File: config.mk
export PLATFORM = sky130hd
export DESIGN_NAME = buffered_uart_rs485_turnaround_core
export DESIGN_NICKNAME = d
export VERILOG_FILES = /design/src/design/uart485_pkg.sv /design/src/design/buffered_uart_rs485_turnaround_core.sv /design/src/design/uart485_queue.sv
export VERILOG_INCLUDE_DIRS = /design/src /design/src/design
export SDC_FILE = /design/constraint.sdc
export NUM_CORES = 1
export LEC_CHECK = 0
export ABC_AREA = 1
export CAP_MARGIN = 0
export CORE_ASPECT_RATIO = 1.25
export CORE_MARGIN = 8
export CORE_UTILIZATION = 40
export DETAILED_ROUTE_END_ITERATION = 10
export DONT_BUFFER_PORTS = 1
export PLACE_DENSITY = 0.63
export SYNTH_ARGS = -nofsm -noshare
export SYNTH_HDL_FRONTEND = slang
export SYNTH_SLANG_ARGS = --single-unit
File: constraint.sdc
create_clock -name clock -period 4 [get_ports clock]
set_clock_uncertainty 0.05 [all_clocks]
set_input_delay 1 -clock clock [delete_from_list [all_inputs] [get_ports clock]]
set_output_delay 1 -clock clock [all_outputs]
set_load 0.02 [all_outputs]
File: src/design/assert_macros.svh
// ---------------------------------------------------------------------------
// assert_macros.svh
// Shared concurrent assertion macros for the UART buffering block.
// ---------------------------------------------------------------------------
`ifndef ASSERT_MACROS_SVH
`define ASSERT_MACROS_SVH

// Property must hold at every rising edge outside reset.
`define ASSERT_PROP(label, clk, rst, prop, msg) \
   label: assert property (@(posedge clk) disable iff (rst) (prop)) else $error(msg);

// Expression must never be true at a rising edge outside reset.
`define ASSERT_NEVER(label, clk, rst, expr, msg) \
   label: assert property (@(posedge clk) disable iff (rst) !(expr)) else $error(msg);

`endif

File: src/design/uart485_pkg.sv
`timescale 1ns / 1ps
// ---------------------------------------------------------------------------
// uart485_pkg
// Event codes, register indexes and queue control types for the UART buffer.
// ---------------------------------------------------------------------------
package uart485_pkg;

   localparam int FUNC_W = 3;

   localparam logic [FUNC_W-1:0] FUNC_PUSH    = 3'd0;
   localparam logic [FUNC_W-1:0] FUNC_POP     = 3'd1;
   localparam logic [FUNC_W-1:0] FUNC_RECEIVE = 3'd2;
   localparam logic [FUNC_W-1:0] FUNC_TX_DONE = 3'd3;
   localparam logic [FUNC_W-1:0] FUNC_TICK    = 3'd4;

   localparam logic REG_RS485_MODE = 1'b0;
   localparam logic REG_FRAME_GAP  = 1'b1;

   localparam logic [7:0] FRAME_GAP_RESET = 8'd3;

   localparam int LEVEL_W = 5;

   typedef struct packed {
      logic push;
      logic pop;
   } q_ctrl_type;

   typedef struct packed {
      logic empty;
      logic full;
   } q_stat_type;

endpackage

File: src/design/buffered_uart_rs485_turnaround_core.sv
`timescale 1ns / 1ps
`include "assert_macros.svh"
// ---------------------------------------------------------------------------
// buffered_uart_rs485_turnaround_core
// Receive and transmit byte queues with shifter hand-off and RS485 turnaround.
// ---------------------------------------------------------------------------
// Usage:
//   req_* carries one event word (push, pop, line receive, transmit done,
//   tick) with its data byte. rsp_* returns one status word per event: the
//   byte handed to the shifter, the popped byte, push acceptance, overflow,
//   queue levels and the driver / receiver enables.
//   The status word is valid on the cycle after the event is taken.
//   One event per cycle unless the status word stalls; every event is one
//   queue access plus flag updates, and each queue head is prefetched into
//   a register so a pop or transmit hand-off reads it without a memory access.
//   req_ready is high whenever the output register is empty or being taken,
//   so a stalled receiver holds one word and blocks only further events.
//   Reset (synchronous) empties both queues, clears the control flags and
//   rsp_valid, sets rs485_mode to 0, frame_gap to 3; no clearing pass follows.
//   The APB-style port (rs485_mode at 0x0, frame_gap at 0x4) must be written
//   by the user only while no event is in flight; it is not enforced.
// ---------------------------------------------------------------------------
module buffered_uart_rs485_turnaround_core #(
   parameter int RX_DEPTH = 16,
   parameter int TX_DEPTH = 16
) (
   input  logic        clock,
   input  logic        reset,

   input  logic        req_valid,
   output logic        req_ready,
   input  logic [2:0]  req_func,
   input  logic [7:0]  req_data_byte,

   output logic        rsp_valid,
   input  logic        rsp_ready,
   output logic        rsp_tx_start,
   output logic [7:0]  rsp_tx_byte,
   output logic        rsp_rx_valid,
   output logic [7:0]  rsp_rx_byte,
   output logic        rsp_accepted,
   output logic        rsp_rx_overflow,
   output logic [4:0]  rsp_rx_level,
   output logic [4:0]  rsp_tx_level,
   output logic        rsp_drive_enable,
   output logic        rsp_receive_enable,
   output logic        rsp_shifter_busy,

   input  logic        psel,
   input  logic        penable,
   input  logic        pwrite,
   input  logic [2:0]  paddr,
   input  logic [31:0] pwdata,
   output logic [31:0] prdata,
   output logic        pready
);

   localparam int RX_CNT_W = $clog2(RX_DEPTH+1);
   localparam int TX_CNT_W = $clog2(TX_DEPTH+1);
   localparam int LVL_W    = uart485_pkg::LEVEL_W;

   // configuration
   logic       mode_ff;
   logic [7:0] gap_ff;
   logic       csr_write;

   // control state
   logic       overflow_ff, overflow_in;
   logic       busy_ff, busy_in;
   logic       pending_ff, pending_in;
   logic       armed_ff, armed_in;
   logic [7:0] last_rx_ff, last_rx_in;
   logic [7:0] tick_ff, tick_in;

   // queues
   uart485_pkg::q_ctrl_type rx_ctrl, tx_ctrl;
   uart485_pkg::q_stat_type rx_stat, tx_stat;
   logic [7:0]          rx_head, tx_head;
   logic [RX_CNT_W-1:0] rx_count_next;
   logic [TX_CNT_W-1:0] tx_count_next;

   // result register
   logic       rsp_valid_ff;
   logic       tx_start_ff, tx_start_in;
   logic [7:0] tx_byte_ff, tx_byte_in;
   logic       rx_valid_ff, rx_valid_in;
   logic [7:0] rx_byte_ff, rx_byte_in;
   logic       accepted_ff, accepted_in;
   logic       overflow_out_ff;
   logic [LVL_W-1:0] rx_level_ff, tx_level_ff;
   logic       drive_ff, drive_in;
   logic       busy_out_ff;

   logic       accept;
   logic       drive_now;
   logic [7:0] since_now, since_tick;
   logic       gap_now, gap_tick;

   assign req_ready = !rsp_valid_ff || rsp_ready;
   assign accept    = req_valid && req_ready;

   // configuration port
   assign pready    = 1'b1;
   assign csr_write = psel && penable && pwrite;
   assign prdata    = (paddr[2] == uart485_pkg::REG_FRAME_GAP) ? {24'd0, gap_ff}
                                                               : {31'd0, mode_ff};

   always_ff @(posedge clock) begin
      if (reset) begin
         mode_ff <= 1'b0;
         gap_ff  <= uart485_pkg::FRAME_GAP_RESET;
      end else if (csr_write) begin
         if (paddr[2] == uart485_pkg::REG_FRAME_GAP) begin
            gap_ff <= pwdata[7:0];
         end else begin
            mode_ff <= pwdata[0];
         end
      end
   end

   // gap test before and after the tick advances
   assign drive_now  = mode_ff && busy_ff;
   assign since_now  = tick_ff - last_rx_ff;
   assign since_tick = tick_ff + 8'd1 - last_rx_ff;
   assign gap_now    = mode_ff && armed_ff && (since_now < gap_ff);
   assign gap_tick   = mode_ff && armed_ff && (since_tick < gap_ff);

   always_comb begin
      overflow_in = overflow_ff;
      busy_in     = busy_ff;
      pending_in  = pending_ff;
      armed_in    = armed_ff;
      last_rx_in  = last_rx_ff;
      tick_in     = tick_ff;
      rx_ctrl     = '0;
      tx_ctrl     = '0;
      tx_start_in = 1'b0;
      tx_byte_in  = 8'd0;
      rx_valid_in = 1'b0;
      rx_byte_in  = 8'd0;
      accepted_in = 1'b0;
      case (req_func)
         uart485_pkg::FUNC_PUSH: begin
            if (!tx_stat.full) begin
               accepted_in = 1'b1;
               if (busy_ff || pending_ff) begin
                  tx_ctrl.push = 1'b1;
               end else if (gap_now) begin
                  // defer the start to a later tick
                  tx_ctrl.push = 1'b1;
                  pending_in   = 1'b1;
               end else begin
                  busy_in     = 1'b1;
                  armed_in    = 1'b0;
                  tx_start_in = 1'b1;
                  tx_byte_in  = req_data_byte;
               end
            end
         end
         uart485_pkg::FUNC_POP: begin
            if (!rx_stat.empty) begin
               rx_valid_in = 1'b1;
               rx_byte_in  = rx_head;
               rx_ctrl.pop = 1'b1;
            end
         end
         uart485_pkg::FUNC_RECEIVE: begin
            if (!drive_now) begin
               rx_ctrl.push = 1'b1;
               if (rx_stat.full) begin
                  overflow_in = 1'b1;
               end
               armed_in   = 1'b1;
               last_rx_in = tick_ff;
            end
         end
         uart485_pkg::FUNC_TX_DONE: begin
            if (busy_ff) begin
               if (!tx_stat.empty) begin
                  tx_start_in = 1'b1;
                  tx_byte_in  = tx_head;
                  tx_ctrl.pop = 1'b1;
               end else begin
                  busy_in = 1'b0;
               end
            end
         end
         uart485_pkg::FUNC_TICK: begin
            tick_in = tick_ff + 8'd1;
            if (pending_ff && !gap_tick) begin
               pending_in = 1'b0;
               if (!tx_stat.empty) begin
                  busy_in     = 1'b1;
                  armed_in    = 1'b0;
                  tx_start_in = 1'b1;
                  tx_byte_in  = tx_head;
                  tx_ctrl.pop = 1'b1;
               end
            end
         end
         default: begin
         end
      endcase
      if (!accept) begin
         rx_ctrl = '0;
         tx_ctrl = '0;
      end
   end

   assign drive_in = mode_ff && busy_in;

   always_ff @(posedge clock) begin
      if (reset) begin
         overflow_ff  <= 1'b0;
         busy_ff      <= 1'b0;
         pending_ff   <= 1'b0;
         armed_ff     <= 1'b0;
         last_rx_ff   <= 8'd0;
         tick_ff      <= 8'd0;
         rsp_valid_ff <= 1'b0;
      end else begin
         if (accept) begin
            overflow_ff  <= overflow_in;
            busy_ff      <= busy_in;
            pending_ff   <= pending_in;
            armed_ff     <= armed_in;
            last_rx_ff   <= last_rx_in;
            tick_ff      <= tick_in;
            rsp_valid_ff <= 1'b1;
         end else if (rsp_ready) begin
            rsp_valid_ff <= 1'b0;
         end
      end
   end

   // hold the result word until taken
   always_ff @(posedge clock) begin
      if (accept) begin
         tx_start_ff     <= tx_start_in;
         tx_byte_ff      <= tx_byte_in;
         rx_valid_ff     <= rx_valid_in;
         rx_byte_ff      <= rx_byte_in;
         accepted_ff     <= accepted_in;
         overflow_out_ff <= overflow_in;
         rx_level_ff     <= LVL_W'(rx_count_next);
         tx_level_ff     <= LVL_W'(tx_count_next);
         drive_ff        <= drive_in;
         busy_out_ff     <= busy_in;
      end
   end

   uart485_queue #(
      .DEPTH (RX_DEPTH)
   ) u_rx_queue (
      .clock      (clock),
      .reset      (reset),
      .ctrl       (rx_ctrl),
      .wr_data    (req_data_byte),
      .head       (rx_head),
      .stat       (rx_stat),
      .count_next (rx_count_next)
   );

   uart485_queue #(
      .DEPTH (TX_DEPTH)
   ) u_tx_queue (
      .clock      (clock),
      .reset      (reset),
      .ctrl       (tx_ctrl),
      .wr_data    (req_data_byte),
      .head       (tx_head),
      .stat       (tx_stat),
      .count_next (tx_count_next)
   );

   assign rsp_valid          = rsp_valid_ff;
   assign rsp_tx_start       = tx_start_ff;
   assign rsp_tx_byte        = tx_byte_ff;
   assign rsp_rx_valid       = rx_valid_ff;
   assign rsp_rx_byte        = rx_byte_ff;
   assign rsp_accepted       = accepted_ff;
   assign rsp_rx_overflow    = overflow_out_ff;
   assign rsp_rx_level       = rx_level_ff;
   assign rsp_tx_level       = tx_level_ff;
   assign rsp_drive_enable   = drive_ff;
   assign rsp_receive_enable = !drive_ff;
   assign rsp_shifter_busy   = busy_out_ff;

   `ASSERT_NEVER(a_pending_busy, clock, reset, pending_ff && busy_ff,
      "deferred start while shifter busy")
   `ASSERT_PROP(a_pending_queued, clock, reset, pending_ff |-> !tx_stat.empty,
      "deferred start without queued word")
   `ASSERT_PROP(a_start_busy, clock, reset,
      (rsp_valid_ff && tx_start_ff) |-> busy_out_ff,
      "shifter start reported while idle")

endmodule

File: src/design/uart485_queue.sv
`timescale 1ns / 1ps
`include "assert_macros.svh"
// ---------------------------------------------------------------------------
// uart485_queue
// Byte ring queue with a prefetched head word; a push into a full queue
// overwrites the oldest word.
// ---------------------------------------------------------------------------
module uart485_queue #(
   parameter int DEPTH = 16
) (
   input  logic                          clock,
   input  logic                          reset,
   input  uart485_pkg::q_ctrl_type       ctrl,
   input  logic [7:0]                    wr_data,
   output logic [7:0]                    head,
   output uart485_pkg::q_stat_type       stat,
   output logic [$clog2(DEPTH+1)-1:0]    count_next
);

   localparam int PTR_W = (DEPTH > 1) ? $clog2(DEPTH) : 1;
   localparam int CNT_W = $clog2(DEPTH+1);

   logic [7:0]       mem [DEPTH];
   logic [7:0]       head_ff;
   logic [PTR_W-1:0] wr_ptr_ff, wr_ptr_in;
   logic [PTR_W-1:0] rd_ptr_ff, rd_ptr_in;
   logic [CNT_W-1:0] count_ff, count_in;
   logic             full;

   function automatic logic [PTR_W-1:0] ptr_inc(input logic [PTR_W-1:0] p);
      logic [PTR_W-1:0] r;
      r = (p == PTR_W'(DEPTH - 1)) ? '0 : p + PTR_W'(1);
      return r;
   endfunction

   assign full = (count_ff == CNT_W'(DEPTH));

   always_comb begin
      wr_ptr_in = ctrl.push ? ptr_inc(wr_ptr_ff) : wr_ptr_ff;
      rd_ptr_in = rd_ptr_ff;
      count_in  = count_ff;
      if (ctrl.push) begin
         if (full) begin
            // drop the oldest word
            rd_ptr_in = wr_ptr_in;
         end else begin
            count_in = count_ff + CNT_W'(1);
         end
      end else if (ctrl.pop) begin
         rd_ptr_in = ptr_inc(rd_ptr_ff);
         count_in  = count_ff - CNT_W'(1);
      end
   end

   always_ff @(posedge clock) begin
      if (reset) begin
         wr_ptr_ff <= '0;
         rd_ptr_ff <= '0;
         count_ff  <= '0;
      end else begin
         wr_ptr_ff <= wr_ptr_in;
         rd_ptr_ff <= rd_ptr_in;
         count_ff  <= count_in;
      end
   end

   // storage with registered head read; forward a word written at the new head
   always_ff @(posedge clock) begin
      if (ctrl.push) begin
         mem[wr_ptr_ff] <= wr_data;
      end
      if (ctrl.push && (wr_ptr_ff == rd_ptr_in)) begin
         head_ff <= wr_data;
      end else begin
         head_ff <= mem[rd_ptr_in];
      end
   end

   assign head       = head_ff;
   assign stat.empty = (count_ff == '0);
   assign stat.full  = full;
   assign count_next = count_in;

   `ASSERT_NEVER(a_count_range, clock, reset, count_ff > CNT_W'(DEPTH),
      "queue count above depth")
   `ASSERT_NEVER(a_pop_empty, clock, reset, ctrl.pop && (count_ff == '0),
      "pop from empty queue")
   `ASSERT_PROP(a_ptr_match, clock, reset,
      ((count_ff == '0) || (count_ff == CNT_W'(DEPTH))) |-> (wr_ptr_ff == rd_ptr_ff),
      "pointers disagree with count")

endmodule
==> results of run 1 <==
==> sequential cells by signal, summed over array words and instances (netlist names), 5 cells and up, named ones only <==
register	flops
gap_ff	8
last_rx_ff	8
rsp_rx_byte	8
rsp_rx_level	5
rsp_tx_byte	8
rsp_tx_level	5
tick_ff	8
u_rx_queue.count_ff	5
u_rx_queue.mem	128
u_tx_queue.count_ff	5
u_tx_queue.mem	128
==> cell type report <==
| cell class | count | area (um^2) | area share [%] |
|---|---|---|---|
| Clock inverter | 21 | 225 | 1.28 |
| Sequential cell | 352 | 9930 | 56.7 |
| Multi-Input combinational cell | 865 | 4860 | 27.7 |
| Tap cell | 498 | 623 | 3.55 |
| Timing Repair Buffer | 38 | 285 | 1.63 |
| Inverter | 164 | 632 | 3.60 |
| Clock buffer | 45 | 966 | 5.51 |
==> path summary, 6_finish.rpt <==
kind,start,end,depth (start not counted)
setup / recovery,tick_ff[2]$_SDFFE_PP0P_,u_tx_queue.mem[9][6]$_DFFE_PP_,18
hold / removal,overflow_ff$_SDFFE_PP0P_,overflow_ff$_SDFFE_PP0P_,2
setup reg to reg,tick_ff[2]$_SDFFE_PP0P_,u_tx_queue.mem[9][6]$_DFFE_PP_,18
hold reg to reg,overflow_ff$_SDFFE_PP0P_,overflow_ff$_SDFFE_PP0P_,2
==> placed cells by master, fill, tap and decap left out, drive strengths merged <==
cell type / count
ha: 43
clkinv: 9
xnor2: 8
nand3b: 1
nand2: 181
o2111ai: 2
nor4: 3
a211oi: 3
or2: 2
clkbuf: 45
edfxtp: 288
buf: 38
xor2: 20
a21oi: 88
o21bai: 2
clkinvlp: 4
o311a: 1
nor3: 27
a31oi: 9
bufinv: 4
conb: 25
inv: 168
o221ai: 8
nand4: 4
dfxtp: 64
fa: 2
o21ai: 187
o21a: 1
o22ai: 25
o211ai: 10
nor2: 120
a22oi: 1
nand3: 60
mux2i: 32
==> critical path: cells and delay by family, from the launching register on <==
family                   cells  cell delay, ns
AO/OA/AOI/OAI                5            0.71
buffers and inverters        1            0.22
adder cells (fa/ha/maj)      2            0.58
flip-flops                   1            0.45
XOR/XNOR                     1            0.17
AND/OR/NAND/NOR              9            1.16
==> routing by layer <==
| layer | wire length (um) | up-vias | track usage [%] |
|---|---|---|---|
| met2 | 17000 | 286 | 25.3 |
| met4 | 674 | 0 | 4.57 |
| li1 | - | 5012 | - |
| met1 | 14700 | 4964 | 18.0 |
| met3 | 2190 | 47 | 3.30 |
| met5 | 0 | - | 0 |
==> power breakdown <==
part | switching (mW) | total (mW) | internal [mW]
Combinational | 0.210 | 0.321 | 0.111
Sequential | 0.0485 | 4.04 | 3.99
Clock | 1.39 | 3.38 | 1.99
==> kinds of logic after synthesis <==
family / count (synthesis) / share of synthesized area [%]
adders and majority gates: 45 / 3.66
DFF: 352 / 62.8
other: 2 / 0.0475
AOI/OAI and AO/OA: 337 / 11.6
xor gates and xnor gates: 28 / 1.60
buffers and inverters: 248 / 6.97
muxes: 32 / 2.03
and+or+nand+nor: 398 / 11.3
==> flow_metrics.env, run 1 <==
export IMPL_drtIter0Drc=720
export IMPL_htree_num_levels=2
export IMPL_cts_clk_slew_worst_paths_ns=0.06
export IMPL_drc=0
export IMPL_min_period_ns=3.66
export IMPL_worstPathRequired_ns=4.17
export IMPL_antenna_found_initial=1
export IMPL_timing_hold_ws_ns=0.411
export IMPL_place_congestion=0.819
export IMPL_n_fill_cell=3543
export IMPL_tns_ns=0
export IMPL_ctsRootBufferMaster="clkbuf_16"
export IMPL_dp_slack_ns=0.203
export IMPL_dp_cells=1917
export IMPL_final_antenna_net_count=0
export IMPL_layout_nets=1555
export IMPL_worst_setup_path_type="reg2reg"
export IMPL_cts_sinks=352
export IMPL_p_leak_nw=6.54
export IMPL_drv_cap=0
export IMPL_synth_cell_area_um2=15800
export IMPL_die_y_um=238
export IMPL_synth_commonest_cells="288 x edfxtp_1, 174 x o21ai_0, 171 x nand2_1, 157 x inv_1, 110 x nor2_1"
export IMPL_hold_viol=0
export IMPL_worst_slew_pin_transition_ns=1.09
export IMPL_hp_class="reg2reg"
export IMPL_synth_avg_cell_area_um2=11.0
export IMPL_synthTopCellsByArea="edfxtp_1 55%, dfxtp_1 8.1%, o21ai_0 5.5%"
export IMPL_first_global_vias=10100
export IMPL_clock_path_buffers=3
export IMPL_synth_cells=1442
export IMPL_dieArea_um2=46200
export IMPL_outcome="completed"
export IMPL_worstPathCellList="ha_1, a21oi_1, nand2_1, a21oi_1, o21ai_0, nand2_1, nand2_1, a21oi_1, xor2_1, ha_1, a21oi_1, nand3_1, nor2_1, nand2_1, nand2_4, nand2_4, nor3_1, buf_4"
export IMPL_postCtsHoldBufs=0
export IMPL_dp_hpwl_mm=21.8
export IMPL_fin_crit_sh_pct=91.4
export IMPL_synth_top_area_share_pct=54.7
export IMPL_rrSetupSlack_ns=0.34
export IMPL_setup_viol=0
export IMPL_crit_path_start_kind="flop"
export IMPL_fmax_mhz=274
export IMPL_synth_flop_cell="edfxtp_1"
export IMPL_antennaDiodeCount=0
export IMPL_cts_buffers=36
export IMPL_start_util_pct=40.5
export IMPL_finalPower_mw=7.75
export IMPL_final_cell_count_no_fill=1983
export IMPL_final_area_um2=17500
export IMPL_viasPerCell=5.20
export IMPL_vias=10300
export IMPL_dpl_instance_area_um2=16300
export IMPL_peakVddDrop_mv=0.292
export IMPL_async_flop_share_pct=0
export IMPL_numPortBuffers=0
export IMPL_wl_per_cell_um=17.4
export IMPL_ctsResizeCount=0
export IMPL_slowest_delay_ns=0.45
export IMPL_fin_util_pct=44.9
export IMPL_fin_ws_ns=0.345
export IMPL_grt_start_max_net_pins=68
export IMPL_grt_pass1_wl_mm=54.1
export IMPL_cp_max_fo=27
export IMPL_dr_pass1_iters=5
export IMPL_ys_ff_latch=352
export IMPL_synth_edff_count=288
export IMPL_grt_overflow_total=0
export IMPL_synth_distinct_cells=52
export IMPL_power_density_nw_per_um2=442
export IMPL_endpoint_kind="flop"
export IMPL_grtUsageTotal_pct=14.6
export IMPL_yosys_warnings=0
export IMPL_yosysMostFrequentCell="edfxtp_1"
export IMPL_final_max_slew_viol_count=0
export IMPL_seq_area_frac_synth_pct=62.8
export IMPL_post_cts_buffers=0
export IMPL_rsz0062_at_grt="false"
export IMPL_io_pins=121
export IMPL_arrival_ns=3.82
export IMPL_die_w_um=194
export IMPL_area_growth_pct=10.9
export IMPL_cts_tree="yes"
export IMPL_slew_headroom_pct=27.0
export IMPL_rows=81
export IMPL_drive_gt1_share_pct=9.09
export IMPL_yosys_area_top_type="edfxtp_1"
export IMPL_fp_coreArea_um2=39000
export IMPL_clk_latency_ns=0.53
export IMPL_slowest_stage="dfxtp_1"
export IMPL_drt_total_wl_mm=34.6
Power figures use the tool's default switching activity.
==> run 2, diff against run 1 <==
--- a/config.mk
+++ b/config.mk
@@ -13,7 +13,7 @@
 export CORE_UTILIZATION = 40
 export DETAILED_ROUTE_END_ITERATION = 10
 export DONT_BUFFER_PORTS = 1
-export PLACE_DENSITY = 0.63
+export PLACE_DENSITY = 0.65
 export SYNTH_ARGS = -nofsm -noshare
 export SYNTH_HDL_FRONTEND = slang
 export SYNTH_SLANG_ARGS = --single-unit
==> constraint.sdc (replaced) <==
create_clock -name clock -period 2.99 [get_ports clock]
set_clock_uncertainty 0.05 [all_clocks]
set_input_delay 0.7475 -clock clock [delete_from_list [all_inputs] [get_ports clock]]
set_output_delay 0.7475 -clock clock [all_outputs]
set_load 0.02 [all_outputs]
==> run 2 against run 1 <==
The run now ends with setup timing left. Cell area increased by 8.4%. Flip-flop and latch count is the same. Non-clock buffer count is 70 higher. Global-route usage rose by 0.91 points. Sequential share of layout area is 4.3 points lower. Sequential power rose by 34%. Core utilization grew 3.8 points. Critical path type unchanged. Highest routed layer unchanged.
==> flow_metrics.env, run 2 (synthesis gave the netlist of run 1 again) <==
export IMPL_outcome="complete, but fails checks"
export IMPL_failed_checks="setup timing"
export IMPL_die_w_um=194
export IMPL_place_congestion=0.825
export IMPL_htree_num_levels=2
export IMPL_power_density_nw_per_um2=569
export IMPL_cts_buffers=37
export IMPL_dpl_instance_area_um2=17100
export IMPL_r2r_end="rsp_tx_level[1]$_DFFE_PP_"
export IMPL_cts_sinks=352
export IMPL_endpoint_kind="flop"
export IMPL_fin_ws_ns=-0.366
export IMPL_ctsRootBufferMaster="clkbuf_16"
export IMPL_start_util_pct=40.5
export IMPL_numPortBuffers=0
export IMPL_p_sw_share_pct=21.3
export IMPL_slew_headroom_pct=28.0
export IMPL_antenna_found_initial=0
export IMPL_dp_hpwl_mm=22.9
export IMPL_clock_path_buffers=3
export IMPL_min_from="reset"
export IMPL_vias=10700
export IMPL_viasPerCell=5.18
export IMPL_most_common_layout_cells="288 x edfxtp_1, 167 x o21ai_0, 155 x nand2_1"
export IMPL_antennaDiodeCount=0
export IMPL_finalPower_mw=10.8
export IMPL_fp_coreArea_um2=39000
export IMPL_drc=0
export IMPL_drt_total_wl_mm=36.9
export IMPL_cp_max_fo=7
export IMPL_hold_viol=0
export IMPL_wl_per_cell_um=17.9
export IMPL_switchingPower_mw=2.30
export IMPL_dr_pass1_iters=5
export IMPL_grt_overflow_total=0
export IMPL_p_leak_nw=7.18
export IMPL_layout_nets=1629
export IMPL_crit_path_start_kind="flop"
export IMPL_internal_power_mw=8.51
export IMPL_tns_ns=-41.63
export IMPL_clkPwrFrac_pct=44.6
export IMPL_dp_cells=1975
export IMPL_hp_class="in2reg"
export IMPL_worst_slew_pin_transition_ns=1.08
export IMPL_drive_gt1_share_pct=19.2
export IMPL_fin_crit_sh_pct=112
export IMPL_min_period_ns=3.36
export IMPL_pwr_share_comb_pct=5.3
export IMPL_die_y_um=238
export IMPL_cts_clk_slew_worst_paths_ns=0.06
export IMPL_setup_viol=164
export IMPL_rsz0062_at_grt="true"
export IMPL_reg_top3="u_rx_queue.mem: 128 flops, u_tx_queue.mem: 128 flops"
export IMPL_final_common_cell="edfxtp_1"
export IMPL_io_pins=121
export IMPL_cts_tree="yes"
export IMPL_arrival_ns=3.59
export IMPL_final_cell_count_no_fill=2057
export IMPL_peakVddDrop_mv=0.388
export IMPL_final_area_um2=19000
export IMPL_grt_start_max_net_pins=65
export IMPL_worstPathRequired_ns=3.22
export IMPL_drv_cap=0
export IMPL_drtIter0Drc=859
export IMPL_fin_util_pct=48.7
export IMPL_first_global_vias=10400
export IMPL_worst_setup_path_type="reg2reg"
export IMPL_fmax_mhz=298
export IMPL_reg2regPathDepth=23
export IMPL_clk_latency_ns=0.53
export IMPL_postCtsHoldBufs=0
export IMPL_final_max_slew_viol_count=0
export IMPL_crit_start="tick_ff[1]$_SDFFE_PP0P_"
export IMPL_grt_pass1_wl_mm=57.2
export IMPL_power_frac_seq_pct=50.0
export IMPL_rows=81
export IMPL_crit_end="rsp_tx_level[1]$_DFFE_PP_"
export IMPL_rrSetupSlack_ns=-0.37
export IMPL_area_growth_pct=20.2
export IMPL_grtUsageTotal_pct=15.5
export IMPL_dieArea_um2=46200
export IMPL_timing_rr_start="tick_ff[1]$_SDFFE_PP0P_"
export IMPL_final_antenna_net_count=0
==> run 2: cell count changes in the layout (fill, tap and decap cells not counted), moves of 12 or more <==
cell / change
nand2_2: +15
buf_6: +23
a21oi_1: -15
buf_4: +35
nor3_4: +16
nand2_1: -16
nor3_1: -18
a21oi_2: +13
buf_12: +12
==> run 2: layout make-up <==
| type | instances | area, um^2 |
|---|---|---|
| Clock buffer | 46 | 1010 |
| Clock inverter | 21 | 273 |
| Fill cell | 3383 | 20000 |
| Inverter | 164 | 639 |
| Multi-Input combinational cell | 868 | 5460 |
| Sequential cell | 352 | 9950 |
| Tap cell | 498 | 623 |
| Timing Repair Buffer | 108 | 1050 |
==> run 2: layer usage <==
layer,global-route usage (%),part of all wire [%]
met5,0,0
met3,3.40,6.1
met1,19.3,42
met4,5.49,2.9
met2,26.4,49
==> run 2: how the worst min path moves through the flow <==
stage / depth (start not counted) / endpoint
final: 1 / rsp_valid$_SDFFE_PP0P_
after floorplan: 2 / overflow_ff$_SDFFE_PP0P_
after global routing: 1 / rsp_valid$_SDFFE_PP0P_
after global placement: 2 / overflow_ff$_SDFFE_PP0P_
after CTS: 1 / u_rx_queue.count_ff[2]$_SDFF_PP0_
after detailed placement: 2 / overflow_ff$_SDFFE_PP0P_
==> run 2: repair_timing <==
item,CTS,global route
gates cloned,2,2
pin swaps,26,34
gates resized for setup,50,53
setup endpoints to repair,164,164
setup buffers,6,5
==> run 2: stage by stage <==
step           worst slack (ns)  hold WS (ns)
2_1_floorplan            -0.212         0.384
3_3_place_gp             -0.453         0.399
3_5_place_dp             -0.488         0.429
4_1_cts                  -0.298         0.205
5_1_grt                  -0.581         0.204
6_report                 -0.366         0.236
==> run 2: power groups by stage <==
stage,sequential [mW],combinational [mW],clock [mW]
6_report,5.41,0.578,4.82
5_1_grt,5.41,0.649,5.10
4_1_cts,5.41,0.536,4.92
3_5_place_dp,5.51,0.494,0
3_3_place_gp,5.52,0.486,0
2_1_floorplan,5.50,0.396,0
==> run 2: critical path: stages, from the launching register on <==
cell     delay (ns)
dfxtp_4        0.36
ha_4           0.18
xor2_4         0.19
ha_4           0.28
nand2_2        0.05
o21ai_2        0.16
a21oi_2        0.09
o21ai_2        0.16
nand2_1        0.08
nand2_1        0.09
a21oi_2        0.06
xor2_1         0.14
ha_1           0.32
nand2_1        0.08
nand4_1        0.08
nor2_2         0.11
nand2_2        0.07
nand3_2        0.08
nand2_4        0.10
buf_4          0.15
nand3_2        0.05
nand2_2        0.06
nand2_2        0.06
nand2_1        0.04
==> run 3, diff against run 2 <==
--- a/config.mk
+++ b/config.mk
@@ -16,4 +16,5 @@
 export PLACE_DENSITY = 0.65
 export SYNTH_ARGS = -nofsm -noshare
 export SYNTH_HDL_FRONTEND = slang
+export SYNTH_HIERARCHICAL = 1
 export SYNTH_SLANG_ARGS = --single-unit
==> run 3 against run 2 <==
The run still ends with setup timing left. Routed wire length is 0.46% lower. Clock-buffer cell count is 3 higher. First-iteration DRC count is 25% lower. Critical endpoint is now u_tx_queue/rd_ptr_ff[0]$_SDFF_PP0_. Sequential power hardly changed. Setup slack worse by 0.32 ns. Flip-flop and latch count stayed put. Die area is 4.0% higher. Critical path type unchanged. Synthesized cell count is 12% higher. Fmax is 8.8% lower. Clock power is 15% lower. Total power is 5.6% lower.
==> flow_metrics.env, run 3 <==
export IMPL_outcome="complete, but fails checks"
export IMPL_failed_checks="setup timing"
export IMPL_viasPerCell=4.97
export IMPL_fin_crit_sh_pct=123
export IMPL_yosys_warnings=6
export IMPL_die_w_um=198
export IMPL_synth_commonest_cells="288 x edfxtp_1, 260 x inv_1, 245 x nand2_1, 148 x nand3_1, 110 x a21oi_1"
export IMPL_cts_clk_slew_worst_paths_ns=0.06
export IMPL_crit_top_cell="nand2_2"
export IMPL_p_leak_nw=7.42
export IMPL_vias=11200
export IMPL_crit_path_start_kind="flop"
export IMPL_timing_hold_ws_ns=0.250
export IMPL_drtIter0Drc=642
export IMPL_die_y_um=243
export IMPL_final_max_slew_viol_count=0
export IMPL_slowest_delay_ns=0.36
export IMPL_fmax_mhz=272
export IMPL_final_common_cell="edfxtp_1"
export IMPL_io_pins=121
export IMPL_dr_pass1_iters=5
export IMPL_worst_path_stages=24
export IMPL_antenna_found_initial=0
export IMPL_hold_viol=0
export IMPL_worst_setup_path_type="reg2reg"
export IMPL_place_congestion=0.857
export IMPL_slowest_stage="dfxtp_4"
export IMPL_crit_start="tick_ff[1]$_SDFFE_PP0P_"
export IMPL_critPathBufInv=2
export IMPL_grt_start_max_net_pins=93
export IMPL_cts_buffers=34
export IMPL_first_global_vias=11100
export IMPL_endpoint_kind="flop"
export IMPL_most_common_layout_cells="288 x edfxtp_1, 249 x inv_1, 209 x nand2_1"
export IMPL_dp_hpwl_mm=23.3
export IMPL_synth_cell_area_um2=16500
export IMPL_fin_ws_ns=-0.690
export IMPL_async_flop_share_pct=0
export IMPL_cts_tree="yes"
export IMPL_synth_avg_cell_area_um2=10.2
export IMPL_synth_cells=1609
export IMPL_clk_latency_ns=0.51
export IMPL_fp_coreArea_um2=40900
export IMPL_worstPathRequired_ns=3.34
export IMPL_min_period_ns=3.68
export IMPL_yosys_area_top_type="edfxtp_1"
export IMPL_cp_max_fo=7
export IMPL_dieArea_um2=48000
export IMPL_drt_total_wl_mm=36.7
export IMPL_rows=83
export IMPL_setup_viol=164
export IMPL_synth_flop_cell="edfxtp_1"
export IMPL_yosysMostFrequentCell="edfxtp_1"
export IMPL_critPathTopFamily="simple AND/OR/NAND/NOR gates"
export IMPL_hp_class="in2reg"
export IMPL_min_path_cells=1
export IMPL_synthTopCellsByArea="edfxtp_1 52%, dfxtp_1 7.8%, inv_1 5.9%"
export IMPL_tns_ns=-92.14
export IMPL_cts_sinks=352
export IMPL_layout_nets=1773
export IMPL_synth_top_area_share_pct=52.4
export IMPL_rsz0062_at_grt="true"
export IMPL_finalPower_mw=10.2
export IMPL_area_growth_pct=17.2
export IMPL_worst_slew_pin_transition_ns=0.780
export IMPL_synth_edff_count=288
export IMPL_synth_distinct_cells=39
export IMPL_htree_num_levels=2
export IMPL_wl_per_cell_um=16.3
export IMPL_grtUsageTotal_pct=14.9
export IMPL_numPortBuffers=0
export IMPL_worstPathCellList="ha_4, nand3_4, nand3b_1, xor2_1, ha_1, a21oi_1, o21ai_1, a21oi_1, xor2_1, ha_1, nand4_1, nand2_1, a21oi_2, nand2_2, nand2_2, inv_2, a31oi_4, nor2_4, buf_6, or2_4, nand3_2, nand2_2, nor2_4, nor2_2"
export IMPL_ctsRootBufferMaster="clkbuf_16"
export IMPL_peakVddDrop_mv=0.390
export IMPL_power_density_nw_per_um2=528
export IMPL_drv_cap=0
export IMPL_drive_gt1_share_pct=19.0
export IMPL_antennaDiodeCount=0
export IMPL_clock_path_buffers=3
export IMPL_reg_top3="u_rx_queue/mem: 128 flops, u_tx_queue/mem: 128 flops"
export IMPL_min_from="reset"
export IMPL_drc=0
export IMPL_grt_pass1_wl_mm=57.8
export IMPL_seq_area_frac_synth_pct=60.2
export IMPL_slew_headroom_pct=47.9
export IMPL_arrival_ns=4.03
export IMPL_final_antenna_net_count=0
export IMPL_timing_rr_start="tick_ff[1]$_SDFFE_PP0P_"
export IMPL_reg2regPathDepth=24
export IMPL_start_util_pct=40.3
export IMPL_grt_overflow_total=0
export IMPL_ys_ff_latch=352
run 3: timing repair:
item                       4_1_cts  5_1_grt
setup endpoints to repair      164      172
hold endpoints to repair         0        0
cloned                           1        0
hold buffers                     0        0
buffers inserted                16       10
resized for setup               59       70
pin swaps                       46       62
run 3: final timing paths:
kind	end	slack, ns
min	u_rx_queue/count_ff[3]$_SDFF_PP0_	0.25
max	u_tx_queue/rd_ptr_ff[0]$_SDFF_PP0_	-0.69
min reg2reg	overflow_ff$_SDFFE_PP0P_	0.43
max reg2reg	u_tx_queue/rd_ptr_ff[0]$_SDFF_PP0_	-0.69
run 3: logic make-up after synthesis:
family,share of synthesized area (%)
buffers and inverters,9.73
other,0.0455
adder cells (fa/ha/maj),3.51
XOR/XNOR,1.22
AO/OA/AOI/OAI,11.2
AND/OR/NAND/NOR,14.1
flip-flops,60.2
run 3: report_power, final:
group	total [mW]	leakage, nW	internal (mW)	switching [mW]
combinational	0.694	3.77	0.286	0.408
sequential	5.41	3.15	5.34	0.0699
clock	4.09	0.505	2.36	1.73
total	10.2	7.42	7.99	2.21
run 3: through the flow:
stage                     cell area, um^2  util [%]  cells  setup WS (ns)
after floorplan                     16900         -   1632         -0.505
after global placement              17700      43.1   2171         -0.728
final                               19300      47.2   2251         -0.690
after detailed placement            17700      43.1   2171         -0.771
after CTS                           19100      46.6   2246         -0.648
after global routing                19300      47.2   2251         -0.918
run 3: routing by layer:
metal | share of wire, % | global-route usage, %
met1 | 42 | 18.1
met4 | 3.2 | 5.65
met3 | 5.6 | 2.70
met5 | 0 | 0
met2 | 50 | 25.8
run 3: cell type report:
cell class	instances	area, um^2
clock buffer	49	938
inverter	269	1030
sequential	352	9950
tap	552	691
fill	3783	21600
timing repair buffer	100	927
clock inverter	11	106
multi-input combinational	918	5680
